## src/hw/rtl/hisu_pkg.sv

```systemverilog
`timescale 1ns / 1ps
`default_nettype none
// ----------------------------------------------------------------------------
// hisu_pkg
// Shared constants, register map and control types of the inlier scorer.
// ----------------------------------------------------------------------------
package hisu_pkg;

  localparam int MAX_POINTS = 4096;
  localparam int COUNT_W    = 13;
  localparam int SUM_W      = 48;
  localparam int RES_W      = 32;
  localparam int ACC_W      = 50;
  localparam int QUO_W      = 40;
  localparam int DIV_STEPS  = 40;
  localparam int ADDR_W     = 6;
  localparam int CFG_W      = 64;

  localparam int COUNT_CAP_I = (MAX_POINTS < 8191) ? MAX_POINTS : 8191;
  localparam logic [COUNT_W-1:0] COUNT_CAP = COUNT_CAP_I[COUNT_W-1:0];
  localparam logic [RES_W-1:0]   RES_MAX   = '1;
  localparam logic [SUM_W-1:0]   SUM_MAX   = '1;

  typedef enum logic [2:0] {
    REG_ROW0_AB  = 3'd0,
    REG_H02_H10  = 3'd1,
    REG_H11_H12  = 3'd2,
    REG_PERSP    = 3'd3,
    REG_H22      = 3'd4,
    REG_MAX_RES  = 3'd5
  } reg_idx_t;

  typedef struct packed {
    logic [63:0] row0_ab;
    logic [63:0] h02_h10;
    logic [63:0] h11_h12;
    logic [63:0] persp;
    logic [31:0] h22;
    logic [31:0] max_res;
  } coef_t;

  typedef struct packed {
    logic       load;
    logic       prod_en;
    logic [2:0] prod_idx;
    logic       acc_en;
    logic [2:0] acc_idx;
    logic       div_start;
    logic       diff_en;
    logic       sq_en;
    logic       fin_en;
  } cmd_t;

  typedef struct packed {
    logic div_busy;
  } status_t;

endpackage
`default_nettype wire

```

## src/hw/rtl/hisu_ctrl.sv

```systemverilog
`timescale 1ns / 1ps
`default_nettype none
// ----------------------------------------------------------------------------
// hisu_ctrl
// Sequencer: MAC steps, divide, residual, totals and result handshake.
// ----------------------------------------------------------------------------
module hisu_ctrl
  import hisu_pkg::*;
(
  input  wire logic    clk,
  input  wire logic    rst_n,
  input  wire logic    in_valid,
  output logic         in_ready,
  output logic         out_valid,
  input  wire logic    out_ready,
  input  wire status_t status,
  output cmd_t         cmd
);

  typedef enum logic [2:0] {
    S_IDLE, S_MUL, S_DSTART, S_DWAIT, S_DIFF, S_SQ, S_FIN, S_OUT
  } state_t;

  localparam logic [2:0] MAC_LAST = 3'd6;

  state_t     state_r, state_nxt;
  logic [2:0] cnt_r, cnt_nxt;

  always_comb begin
    state_nxt = state_r;
    cnt_nxt   = cnt_r;
    unique case (state_r)
      S_IDLE: begin
        cnt_nxt = '0;
        if (in_valid) state_nxt = S_MUL;
      end
      S_MUL: begin
        cnt_nxt = cnt_r + 1'b1;
        if (cnt_r == MAC_LAST) state_nxt = S_DSTART;
      end
      S_DSTART: state_nxt = S_DWAIT;
      S_DWAIT:  if (!status.div_busy) state_nxt = S_DIFF;
      S_DIFF:   state_nxt = S_SQ;
      S_SQ:     state_nxt = S_FIN;
      S_FIN:    state_nxt = S_OUT;
      S_OUT:    if (out_ready) state_nxt = S_IDLE;
      default:  state_nxt = S_IDLE;
    endcase
  end

  always_ff @(posedge clk) begin
    if (!rst_n) begin
      state_r <= S_IDLE;
      cnt_r   <= '0;
    end else begin
      state_r <= state_nxt;
      cnt_r   <= cnt_nxt;
    end
  end

  always_comb begin
    cmd           = '0;
    cmd.load      = (state_r == S_IDLE) && in_valid;
    cmd.prod_en   = (state_r == S_MUL) && (cnt_r != MAC_LAST);
    cmd.prod_idx  = cnt_r;
    cmd.acc_en    = (state_r == S_MUL) && (cnt_r != '0);
    cmd.acc_idx   = cnt_r - 1'b1;
    cmd.div_start = state_r == S_DSTART;
    cmd.diff_en   = (state_r == S_DWAIT) && !status.div_busy;
    cmd.sq_en     = state_r == S_DIFF;
    cmd.fin_en    = state_r == S_SQ;
  end

  assign in_ready  = state_r == S_IDLE;
  assign out_valid = state_r == S_OUT;

endmodule
`default_nettype wire

```

## config.mk

```make
export PLATFORM = sky130hd
export DESIGN_NAME = hisu_ctrl
export DESIGN_NICKNAME = d
export VERILOG_FILES = /design/src/hw/rtl/hisu_pkg.sv /design/src/hw/rtl/hisu_ctrl.sv
export SDC_FILE = /design/constraint.sdc
export NUM_CORES = 1
export LEC_CHECK = 0
export ABC_AREA = 1
export BUFFER_PORTS_ARGS = -buffer_cell sky130_fd_sc_hd__buf_4
export CAP_MARGIN = 10
export CORE_AREA = 2 2 39 41
export CTS_CLUSTER_DIAMETER = 150
export CTS_CLUSTER_SIZE = 16
export DETAILED_ROUTE_END_ITERATION = 7
export DIE_AREA = 0 0 41 43
export HOLD_SLACK_MARGIN = 0.03
export PLACE_DENSITY = 0.62
export SETUP_SLACK_MARGIN = 0.15
export SLEW_MARGIN = 20
export SYNTH_ARGS = -nofsm -noshare
export SYNTH_HDL_FRONTEND = slang
export SYNTH_SLANG_ARGS = --single-unit
export TNS_END_PERCENT = 50
```

## constraint.sdc

```tcl
create_clock -name clk -period 2.77 [get_ports clk]
set_input_delay 0.277 -clock clk [delete_from_list [all_inputs] [get_ports clk]]
set_output_delay 0.277 -clock clk [all_outputs]
set_load 0.005 [all_outputs]
```

==> metrics.md <==
| Metric | Value |
|---|---|
| Run status | complete, no violations |
| Peak fanout along the critical path | 10 |
| Placer's final routability congestion estimate | 0.707 |
| Ports placed on the boundary | 20 |
| Post-route DRC | 0 |
| Delay-heaviest family, CP | flip-flops |
| End-of-flow core utilization | 45.5% |
| Unrepaired setup endpoints after global routing | false |
| Count of clock tree sinks | 6 |
| Source-to-sink clock delay at the later pin of the worst-skew pair | 0.24 ns |
| Initial antenna violation count | 0 |
| Crit path to | out_valid |
| ANT cells | 0 |
| Commonest non-fill, non-tap cells in the layout | buf_4 (19), nand2_1 (14), inv_1 (12), nor2_1 (7), dfxtp_1 (6) |
| Sequential cell fraction of total power | 29.2% |
| Final total negative setup slack | 0 ns |
| Placed cells | 100 |
| Area fraction of the dominant cell type after synthesis | 26.4% |
| Wire length of the first global-routing pass | 1.52 mm |
| Final nets | 98 |
| Synth Instances | 66 |
| Placeable core region | 1380 µm² |
| GRT Total Usage | 12.4% |
| Detail-routed net length per standard cell | 8.95 µm |
| Net switching fraction of the power | 41.8% |
| Post-synth net total | 75 |
| CP Launch Point | state_r[0] |
| Final routed wirelength across all metal layers | 922 µm |
| Power dissipated by switching net loads | 200 µW |
| Total Die Area | 1760 µm² |
| Number of cells traversed by the worst hold path | 3 |
| Critical register-to-register path endpoint | state_r[0] |
| Count of hold buffers inserted by post-cts repair | 0 |
| Length of the first detailed-routing pass in iterations | 4 |
| Number of post-CTS setup repair buffers | 0 |
| Clock tree from TritonCTS | built |
| Clock skew after layout | 0.00412 ns |
| Instance count on the critical path | 3 |
| Part of the Yosys area used for sequential elements | 26.4% |
| Number of global-route vias before repair | 402 |
| Placed wire-length estimate | 756 µm |
| Count of state elements after synthesis | 6 |
| Cell taking the most area after synthesis | dfxtp_1 |
| P&R area growth vs syn | 38.2% |
| Setup CP Type | reg2out |
| Worst hold-check path type | in2reg |
| Delay of the slowest critical-path stage | 0.53 ns |
| Starting density of the core | 32.9% |
| Max-slew violation count | 0 |
| Number of failing setup endpoints in the final timing report | 0 |
| Maximum clock frequency | 644 MHz |
| Least-Margin Pin Slew | 0.368 ns |
| Clock Root Buffer | clkbuf_4 |
| Count of different cell masters after synthesis | 21 |
| Number of buffer and inverter instances along the worst setup path | 2 |
| Buffers on Ports | 19 |
| Clock Pin Slew Worst Setup and Hold Paths | 0.04 ns |
| Leading cell type in the layout, fill and taps excluded | buf_4 |
| GR Overflow Total | 0 |
| Sum of internal, switching and leakage power | 479 µW |
| Remaining number of nets flagged by the antenna check after routing | 0 |
| Die X-Extent | 41 µm |
| Kind of end point of the critical path | output pin |
| Number of instances resized during post-cts repair | 0 |
| Critical Path Slowest Stage Cell | dfxtp_1 |
| Final cycle utilization of the critical path | 56.1% |
| Critical R2R Launch | state_r[0] |
| Worst R2R Path Depth | 7 |
| Startpoint type of the worst setup path | flop |
| Areal power density over the cells | 761 nW/µm² |
| Number of vias per cell after detailed routing | 4.53 |
| Power share of the clock group | 16.2% |
| Fin. Hold Viols | 0 |
| Critical path arrival | 1.28 ns |
| Synth area leaders | dfxtp_1 (26%), nand2_1 (12%), ha_1 (11%) |
| Netlist area before placement | 455 µm² |
| Initial drt markers | 7 |
| Minimum period implied by the final worst setup slack | 1.55 ns |
| Number of warnings reported in the yosys synthesis log | 0 |
| Non-filler cells, final | 103 |
| Buffer depth of the longest clock path | 2 |
| Synth Area per Inst | 6.90 µm² |
| Rel. slew slack | 75.4% |
| DR vias | 467 |
| Combinational cell fraction of total power | 54.5% |
| Max cap viols | 0 |
| Internal power | 278 µW |
| Setup slack of the worst register-to-register path | 1.48 ns |
| Number of standard-cell rows in the floorplan | 14 |
| Data required time at the worst endpoint | 2.49 ns |
| Share of cells above drive strength 1 | 34.5% |
| Hold slack final | 0.297 ns |
| CTS HTree Levels | 1 |
| Worst voltage drop across the vdd grid | 374 µV |
| Total clock buffers created by CTS | 3 |
| Die Span Y | 43 µm |
| Pin count of the biggest net entering global routing | 11 |
| Total leakage power | 0.000338 µW |
| Ordered cell list for the critical path | inv_1 -> nor3_1 -> buf_4 |
-- worst min path at each step --
stage                        start         end  slack, ns
after CTS                    rst_n  state_r[1]       0.30
after detailed placement  cnt_r[1]    cnt_r[1]       0.52
final                        rst_n  state_r[1]       0.30
after global placement    cnt_r[1]    cnt_r[1]       0.52
after floorplan              rst_n  state_r[1]       0.40
after global routing         rst_n  state_r[1]       0.31
-- worst reg2reg max path: stages (launching register included) --
cell and delay, ns:
dfxtp_1 0.53, inv_1 0.17, nand3_2 0.13, nand2_2 0.07
nor2_2 0.12, nand2_1 0.06, nand2_1 0.07, nor2_1 0.04
-- registers in the layout, summed over array words and instances, names as in the netlist --
name and count:
state_r 3, cnt_r 3
-- cells by family (layout without fill, tap and decap cells) --
| kind of cell | count (synthesis) | after routing | share of synthesized area (%) |
|---|---|---|---|
| AND/OR/NAND/NOR | 32 | 32 | 35.4 |
| buffers and inverters | 14 | 35 | 13.2 |
| AO/OA/AOI/OAI | 9 | 9 | 12.1 |
| flip-flops | 6 | 6 | 26.4 |
| adder cells (fa/ha/maj) | 4 | 4 | 11.0 |
| XOR/XNOR | 1 | 1 | 1.92 |
-- cells in the mapped netlist, drive strengths merged --
library cell and n:
ha 4, nand3 4, nand4 2, o21ai 2
nand2 15, xor2 1, o211ai 2, nor3 2
buf 1, dfxtp 6, nor2 9, a21oi 5
inv 13
-- layer usage --
layer | wire, µm | track usage, % | up-vias
li1 | - | - | 251
met1 | 438 | 18.2 | 193
met2 | 379 | 16.3 | 19
met3 | 87 | 3.14 | 4
met4 | 17 | 6.00 | 0
met5 | 0 | 0 | -
-- per-stage QoR --
stage	instance area (µm²)	setup WS, ns
CTS	629	1.23
global placement	607	1.52
global route	629	1.12
detailed placement	607	1.49
floorplan	455	1.61
finish	629	1.22
-- power by group through the flow --
stage / Sequential (µW) / Combinational, µW / Clock (µW)
floorplan: 128 / 177 / 0
global placement: 140 / 265 / 0
detailed placement: 141 / 264 / 0
CTS: 139 / 266 / 80.6
global route: 145 / 300 / 82.7
finish: 140 / 261 / 77.7
-- area by class of cell --
class	count	area, µm²
fill	155	754
multi-input combinational	46	275
timing repair buffer	19	143
sequential	6	120
inverter	13	48.8
clock buffer	3	22.5
tap	16	20.0
No activity file was read; power rests on OpenSTA's default activity.
