## src/hw/rtl/hisu_pkg.sv

```systemverilog
`timescale 1ns / 1ps
`default_nettype none
// ----------------------------------------------------------------------------
// hisu_pkg
// Shared constants, register map and control types of the inlier scorer.
// ----------------------------------------------------------------------------
package hisu_pkg;

  localparam int MAX_POINTS = 4096;
  localparam int COUNT_W    = 13;
  localparam int SUM_W      = 48;
  localparam int RES_W      = 32;
  localparam int ACC_W      = 50;
  localparam int QUO_W      = 40;
  localparam int DIV_STEPS  = 40;
  localparam int ADDR_W     = 6;
  localparam int CFG_W      = 64;

  localparam int COUNT_CAP_I = (MAX_POINTS < 8191) ? MAX_POINTS : 8191;
  localparam logic [COUNT_W-1:0] COUNT_CAP = COUNT_CAP_I[COUNT_W-1:0];
  localparam logic [RES_W-1:0]   RES_MAX   = '1;
  localparam logic [SUM_W-1:0]   SUM_MAX   = '1;

  typedef enum logic [2:0] {
    REG_ROW0_AB  = 3'd0,
    REG_H02_H10  = 3'd1,
    REG_H11_H12  = 3'd2,
    REG_PERSP    = 3'd3,
    REG_H22      = 3'd4,
    REG_MAX_RES  = 3'd5
  } reg_idx_t;

  typedef struct packed {
    logic [63:0] row0_ab;
    logic [63:0] h02_h10;
    logic [63:0] h11_h12;
    logic [63:0] persp;
    logic [31:0] h22;
    logic [31:0] max_res;
  } coef_t;

  typedef struct packed {
    logic       load;
    logic       prod_en;
    logic [2:0] prod_idx;
    logic       acc_en;
    logic [2:0] acc_idx;
    logic       div_start;
    logic       diff_en;
    logic       sq_en;
    logic       fin_en;
  } cmd_t;

  typedef struct packed {
    logic div_busy;
  } status_t;

endpackage
`default_nettype wire

```

## src/hw/rtl/hisu_div.sv

```systemverilog
`timescale 1ns / 1ps
`default_nettype none
// ----------------------------------------------------------------------------
// hisu_div
// Restoring divider, one quotient bit per cycle: floor(n * 2^16 / d).
// ----------------------------------------------------------------------------
module hisu_div
  import hisu_pkg::*;
(
  input  wire logic              clk,
  input  wire logic              rst_n,
  input  wire logic              start,
  input  wire logic [ACC_W-1:0]  num,
  input  wire logic [ACC_W-1:0]  den,
  output logic                   busy,
  output logic                   ovf,
  output logic [QUO_W-1:0]       quo
);

  localparam int CNT_W = $clog2(DIV_STEPS + 1);

  logic [CNT_W-1:0] cnt_r;
  logic [ACC_W-1:0] rem_r;
  logic [QUO_W-1:0] sh_r;
  logic [QUO_W-1:0] quo_r;
  logic [ACC_W-1:0] den_r;
  logic             ovf_r;
  logic [ACC_W:0]   trial;
  logic             ge;

  assign trial = {rem_r, sh_r[QUO_W-1]};
  assign ge    = trial >= {1'b0, den_r};

  always_ff @(posedge clk) begin
    if (!rst_n) begin
      cnt_r <= '0;
    end else if (start) begin
      cnt_r <= CNT_W'(DIV_STEPS);
    end else if (cnt_r != '0) begin
      cnt_r <= cnt_r - 1'b1;
    end
  end

  always_ff @(posedge clk) begin
    if (start) begin
      rem_r <= {(ACC_W - 26)'(0), num[ACC_W-1:24]};
      sh_r  <= {num[23:0], 16'b0};
      quo_r <= '0;
      den_r <= den;
      ovf_r <= {24'b0, num} >= {den, 24'b0};
    end else if (cnt_r != '0) begin
      rem_r <= ge ? ACC_W'(trial - {1'b0, den_r}) : trial[ACC_W-1:0];
      sh_r  <= {sh_r[QUO_W-2:0], 1'b0};
      quo_r <= {quo_r[QUO_W-2:0], ge};
    end
  end

  assign busy = cnt_r != '0;
  assign ovf  = ovf_r;
  assign quo  = quo_r;

endmodule
`default_nettype wire

```

## src/hw/rtl/hisu_dp.sv

```systemverilog
`timescale 1ns / 1ps
`default_nettype none
// ----------------------------------------------------------------------------
// hisu_dp
// Datapath: shared MAC for the projection, two dividers, residual and totals.
// ----------------------------------------------------------------------------
module hisu_dp
  import hisu_pkg::*;
(
  input  wire logic               clk,
  input  wire logic               rst_n,
  input  wire cmd_t               cmd,
  output status_t                 status,
  input  wire coef_t              coef,
  input  wire logic signed [15:0] src_x,
  input  wire logic signed [15:0] src_y,
  input  wire logic signed [15:0] dst_x,
  input  wire logic signed [15:0] dst_y,
  input  wire logic               last_point,
  output logic [RES_W-1:0]        residual,
  output logic                    is_inlier,
  output logic [COUNT_W-1:0]      inlier_count,
  output logic [SUM_W-1:0]        residual_sum,
  output logic                    set_done
);

  logic signed [15:0]      sx_r, sy_r, dx_r, dy_r;
  logic                    last_r;
  logic signed [ACC_W-1:0] n0_r, n1_r, dn_r;
  logic signed [47:0]      prod_r;
  logic signed [31:0]      mul_a;
  logic signed [15:0]      mul_b;
  logic signed [ACC_W-1:0] prod_ext;
  logic [ACC_W-1:0]        n0_mag, n1_mag, dn_mag;
  logic                    busy_x, busy_y, ovf_x, ovf_y;
  logic [QUO_W-1:0]        quo_x, quo_y;
  logic signed [41:0]      px, py, ex, ey;
  logic [41:0]             ax, ay;
  logic [16:0]             ax_r, ay_r;
  logic                    bad_r, zero_r;
  logic [33:0]             sqx_r, sqy_r;
  logic                    bad2_r, zero2_r;
  logic [34:0]             ssum;
  logic [RES_W-1:0]        res;
  logic                    inl;
  logic [SUM_W:0]          sum_add;
  logic [COUNT_W-1:0]      cnt_new;
  logic [SUM_W-1:0]        sum_new;
  logic [COUNT_W-1:0]      cnt_acc_r;
  logic [SUM_W-1:0]        sum_acc_r;
  logic [RES_W-1:0]        res_r;
  logic                    inl_r, done_r;

  always_comb begin
    case (cmd.prod_idx)
      3'd0:    mul_a = coef.row0_ab[63:32];
      3'd1:    mul_a = coef.row0_ab[31:0];
      3'd2:    mul_a = coef.h02_h10[31:0];
      3'd3:    mul_a = coef.h11_h12[63:32];
      3'd4:    mul_a = coef.persp[63:32];
      default: mul_a = coef.persp[31:0];
    endcase
    mul_b = cmd.prod_idx[0] ? sy_r : sx_r;
  end

  assign prod_ext = ACC_W'(prod_r);

  always_ff @(posedge clk) begin
    if (cmd.load) begin
      sx_r   <= src_x;
      sy_r   <= src_y;
      dx_r   <= dst_x;
      dy_r   <= dst_y;
      last_r <= last_point;
      n0_r   <= {{2{coef.h02_h10[63]}}, coef.h02_h10[63:32], 16'b0};
      n1_r   <= {{2{coef.h11_h12[31]}}, coef.h11_h12[31:0], 16'b0};
      dn_r   <= {{2{coef.h22[31]}}, coef.h22, 16'b0};
    end else if (cmd.acc_en) begin
      case (cmd.acc_idx[2:1])
        2'd0:    n0_r <= n0_r + prod_ext;
        2'd1:    n1_r <= n1_r + prod_ext;
        default: dn_r <= dn_r + prod_ext;
      endcase
    end
    if (cmd.prod_en) begin
      prod_r <= mul_a * mul_b;
    end
  end

  assign n0_mag = n0_r[ACC_W-1] ? ACC_W'(-n0_r) : n0_r;
  assign n1_mag = n1_r[ACC_W-1] ? ACC_W'(-n1_r) : n1_r;
  assign dn_mag = dn_r[ACC_W-1] ? ACC_W'(-dn_r) : dn_r;

  hisu_div u_div_x (
    .clk(clk), .rst_n(rst_n), .start(cmd.div_start),
    .num(n0_mag), .den(dn_mag), .busy(busy_x), .ovf(ovf_x), .quo(quo_x)
  );

  hisu_div u_div_y (
    .clk(clk), .rst_n(rst_n), .start(cmd.div_start),
    .num(n1_mag), .den(dn_mag), .busy(busy_y), .ovf(ovf_y), .quo(quo_y)
  );

  assign status.div_busy = busy_x | busy_y;

  assign px = (n0_r[ACC_W-1] ^ dn_r[ACC_W-1]) ? -$signed({2'b0, quo_x}) : $signed({2'b0, quo_x});
  assign py = (n1_r[ACC_W-1] ^ dn_r[ACC_W-1]) ? -$signed({2'b0, quo_y}) : $signed({2'b0, quo_y});
  assign ex = 42'(dx_r) - px;
  assign ey = 42'(dy_r) - py;
  assign ax = ex[41] ? 42'(-ex) : ex;
  assign ay = ey[41] ? 42'(-ey) : ey;

  always_ff @(posedge clk) begin
    if (cmd.diff_en) begin
      ax_r   <= ax[16:0];
      ay_r   <= ay[16:0];
      zero_r <= dn_r == '0;
      bad_r  <= ovf_x | ovf_y | (|ax[41:17]) | (|ay[41:17]);
    end
    if (cmd.sq_en) begin
      sqx_r   <= ax_r * ax_r;
      sqy_r   <= ay_r * ay_r;
      bad2_r  <= bad_r | zero_r;
      zero2_r <= zero_r;
    end
  end

  assign ssum    = {1'b0, sqx_r} + {1'b0, sqy_r};
  assign res     = (bad2_r || (|ssum[34:32])) ? RES_MAX : ssum[31:0];
  assign inl     = !zero2_r && (res <= coef.max_res);
  assign sum_add = {1'b0, sum_acc_r} + {17'b0, res};
  assign cnt_new = (inl && cnt_acc_r < COUNT_CAP) ? cnt_acc_r + 1'b1 : cnt_acc_r;
  assign sum_new = !inl ? sum_acc_r : (sum_add[SUM_W] ? SUM_MAX : sum_add[SUM_W-1:0]);

  always_ff @(posedge clk) begin
    if (!rst_n) begin
      cnt_acc_r <= '0;
      sum_acc_r <= '0;
    end else if (cmd.fin_en) begin
      cnt_acc_r <= last_r ? '0 : cnt_new;
      sum_acc_r <= last_r ? '0 : sum_new;
    end
  end

  always_ff @(posedge clk) begin
    if (cmd.fin_en) begin
      res_r        <= res;
      inl_r        <= inl;
      inlier_count <= cnt_new;
      residual_sum <= sum_new;
      done_r       <= last_r;
    end
  end

  assign residual  = res_r;
  assign is_inlier = inl_r;
  assign set_done  = done_r;

endmodule
`default_nettype wire

```

## config.mk

```make
export PLATFORM = sky130hd
export DESIGN_NAME = hisu_dp
export DESIGN_NICKNAME = d
export VERILOG_FILES = /design/src/hw/rtl/hisu_pkg.sv /design/src/hw/rtl/hisu_div.sv /design/src/hw/rtl/hisu_dp.sv
export SDC_FILE = /design/constraint.sdc
export NUM_CORES = 2
export LEC_CHECK = 0
export BUFFER_PORTS_ARGS = -buffer_cell sky130_fd_sc_hd__buf_2
export CORE_ASPECT_RATIO = 1.4
export CORE_MARGIN = 8
export CORE_UTILIZATION = 55
export DETAILED_ROUTE_END_ITERATION = 6
export PLACE_DENSITY = 0.73
export SLEW_MARGIN = 20
export SYNTH_ARGS = -nofsm -noshare
export SYNTH_HDL_FRONTEND = slang
export SYNTH_SLANG_ARGS = --single-unit
```

## constraint.sdc

```tcl
create_clock -name clk -period 11.3 [get_ports clk]
set_input_delay 1.695 -clock clk [delete_from_list [all_inputs] [get_ports clk]]
set_output_delay 1.695 -clock clk [all_outputs]
set_load 0.005 [all_outputs]
```

==> results.md <==
- Clock buffer depth: 3
- Critical Path AT: 10940 ps
- Share of layout cells above drive strength 1: under 10%
- Top cell type's share of synthesized area: 18.9%
- Overflow after GRT: 0
- Cts hold-fix bufs: 0
- Routed wire length: 270 mm
- Final min period: 10470 ps
- Setup violations, final: 0
- GRT Overall Usage: 28.7%
- Max-cap violations: 0
- Port bufs: 494
- Final core occ: 60.0%
- Vias per Instance: just under 6
- WP data required: 11760 ps
- # Post-CTS Setup Buffers: 0
- Clk sink count: roughly 800
- CP endpoint kind: register
- Dpl hpwl: approximately 220 mm
- Starting DRT DRC Count: 5397
- Met3 Use GR: 3.53%
- Commonest non-fill, non-tap cell in the layout: inv_1
- Fillers: approximately 15000
- Final layout net count: around 13000
- Status: finished clean
- Fin cells: 13100
- Synth Register Bits: 815
- Synth Net Count: 12500
- Most Crowded Layer GR: met2
- First-pass iteration count of the detailed router: 6
- Vias in the first global route: a little under 80000
- Yosys top cell by area: fa_1
- DIE AREA: 183000 um2
- First-pass GRT wire length: 420 mm
- Reg clk slew, reported paths: 60 ps
- Drt wl/cell: 20.6 um
- # IOs: 496
- Seq/Total Area, Yosys: 23.6%
- Synth cell types: 118
- Via count: approximately 78000
- CTS resizes: 0
- Met1 Track Usage GR: about 32%
- TritonCTS clock tree: done
- CP max FO: 38
- Yosys warns: 0
- Startpoint types: input port
- Die height: 503 um
- Routed Antenna Nets: 0
- Area of the multi-input gates: 64900 um2
- Met2 usage: 50.8%
- Unrepaired setup endpoints after global routing: false
- Clock Latency Late Sink: 760 ps
- Initial antenna violation count: 4
- Fmax: 95.5 MHz
- Layout area overhead: 8.39%
- Setup CP Type: in -> reg
- Final Max Slew Viols: 0
- Gpl congestion: 1.00
- CTS Buf Count: just under 90
- Critical path's largest stage delay: 710 ps
- Pin count of the biggest net entering global routing: between 150 and 200
- Most frequent cells in the layout: inv_1, nand2_1, fa_1, nor2_1, ha_1
- Cell Rows: 178
- Mean Syn Cell Area: 8.93 um2
- H-tree Lvls: 3
- Clk_skew: between 70 and 80 ps
- Pin slew with the least headroom to its limit: roughly 1200 ps
- Die Width: 364 um
- Final period utilization: 92.7%
- Root buf cell: clkbuf_16
- Critical Path Slowest Stage Cell: a2111oi_0
- Main flop type after synthesis: edfxtp_1
- Initial cell density of the core: between 50% and 60%
- DP Cell Count: 12900
- Synth Cell Area: ~93000 um2
- Most used cell, CP: fa_1
- Remaining DRCs: 0
- Register Area: 22000 um2
- Synth top area cells: fa_1, edfxtp_1, ha_1, dfxtp_1, inv_1
- Post-synth EDFFs: between 500 and 600
- Final hold violations: 0
- Setup TNS: 0 ps
- Max transition margin: 18.6%
- HP Class: reg -> reg
- Ys async rst share: 0%
- Mapped Cells: 10400
- Core Region: 168000 um2
## registers in the layout, summed over array words and instances, names as in the netlist, 40 cells and up
signal / count
sum_acc_r: 48
n1_r: 50
u_div_y.quo: 40
n0_r: 50
u_div_x.den_r: 50
dn_r: 50
residual_sum: 48
prod_r: 48
u_div_y.rem_r: 50
u_div_x.rem_r: 50
u_div_x.quo: 40
## layer usage
layer	share of wire (%)	up-vias	wire length, um
met1	37	37900	99600
met4	7.6	0	20400
met3	5.5	808	14700
li1	-	36200	-
met5	0	-	0
met2	50	2690	135000
## worst paths after layout
check / from / endpoint / slack, ps / depth (start not counted)
max: cmd[10] / prod_r[47] / 830 / 32
min: u_div_x.quo[24] / u_div_x.quo[24] / 490 / 2
max reg2reg: sqx_r[3] / residual_sum[44] / 1590 / 33
min reg2reg: u_div_x.quo[24] / u_div_x.quo[24] / 490 / 2
## critical path: cells and delay by family
family | cells | cell delay (ps)
AO/OA/AOI/OAI | 12 | 3860
adder cells (fa/ha/maj) | 7 | 3210
buffers and inverters | 7 | 1150
AND/OR/NAND/NOR | 5 | 910
XOR/XNOR | 1 | 90
## layout make-up
cell class                 instances  share of cell area [%]
clock buffer                     122                    2.49
inverter                        1309                    4.87
timing repair buffer             603                    3.30
multi-input combinational       7929                    64.3
clock inverter                    46                   0.438
sequential                       815                    21.8
antenna                            2                 0.00496
tap                             2250                    2.79
## Yosys cell counts (16+ instances only)
| cell type | count |
|---|---|
| o31ai_1 | 79 |
| and3_1 | 64 |
| inv_1 | 1306 |
| nor3_1 | 181 |
| or4_1 | 37 |
| xor2_1 | 279 |
| o21bai_1 | 65 |
| xnor2_1 | 436 |
| o41ai_1 | 38 |
| o21ai_0 | 461 |
| clkbuf_1 | 339 |
| a32o_1 | 42 |
| a21boi_0 | 30 |
| or3_1 | 69 |
| nand4_1 | 87 |
| fa_1 | 878 |
| o31a_1 | 16 |
| a21o_1 | 262 |
| nor4_1 | 59 |
| a21oi_1 | 721 |
| edfxtp_1 | 566 |
| dfxtp_1 | 249 |
| and2_1 | 180 |
| nor2b_1 | 92 |
| or2_2 | 46 |
| nand2_1 | 1063 |
| a31oi_1 | 59 |
| nand3_1 | 129 |
| o211ai_1 | 32 |
| o22a_1 | 44 |
| mux2_2 | 36 |
| a211oi_1 | 82 |
| o22ai_1 | 38 |
| mux2i_1 | 63 |
| nor3b_1 | 24 |
| o21a_1 | 96 |
| ha_1 | 817 |
| a22o_1 | 21 |
| nand2b_1 | 114 |
| a311oi_1 | 17 |
| a2111oi_0 | 18 |
| nor2_1 | 876 |
## logic make-up after synthesis
logic type | count (synthesis) | share of synthesized area [%]
flops | 815 | 23.6
fa+ha+maj | 1695 | 29.9
xor+xnor | 715 | 6.73
mux | 112 | 1.39
simple gates | 3091 | 15.5
buf+inv | 1678 | 6.86
compound gates | 2316 | 16.1
## per-stage QoR
step	instance area (um2)	hold WS, ps	setup slack [ps]
floorplan	93100	418	1220
global placement	97900	474	497
detailed placement	97900	485	317
CTS	101000	494	1010
global route	101000	516	276
finish	101000	492	826
Power is not shown: default switching activity piles up to over one toggle a cycle in this logic, so the estimate is an artifact.
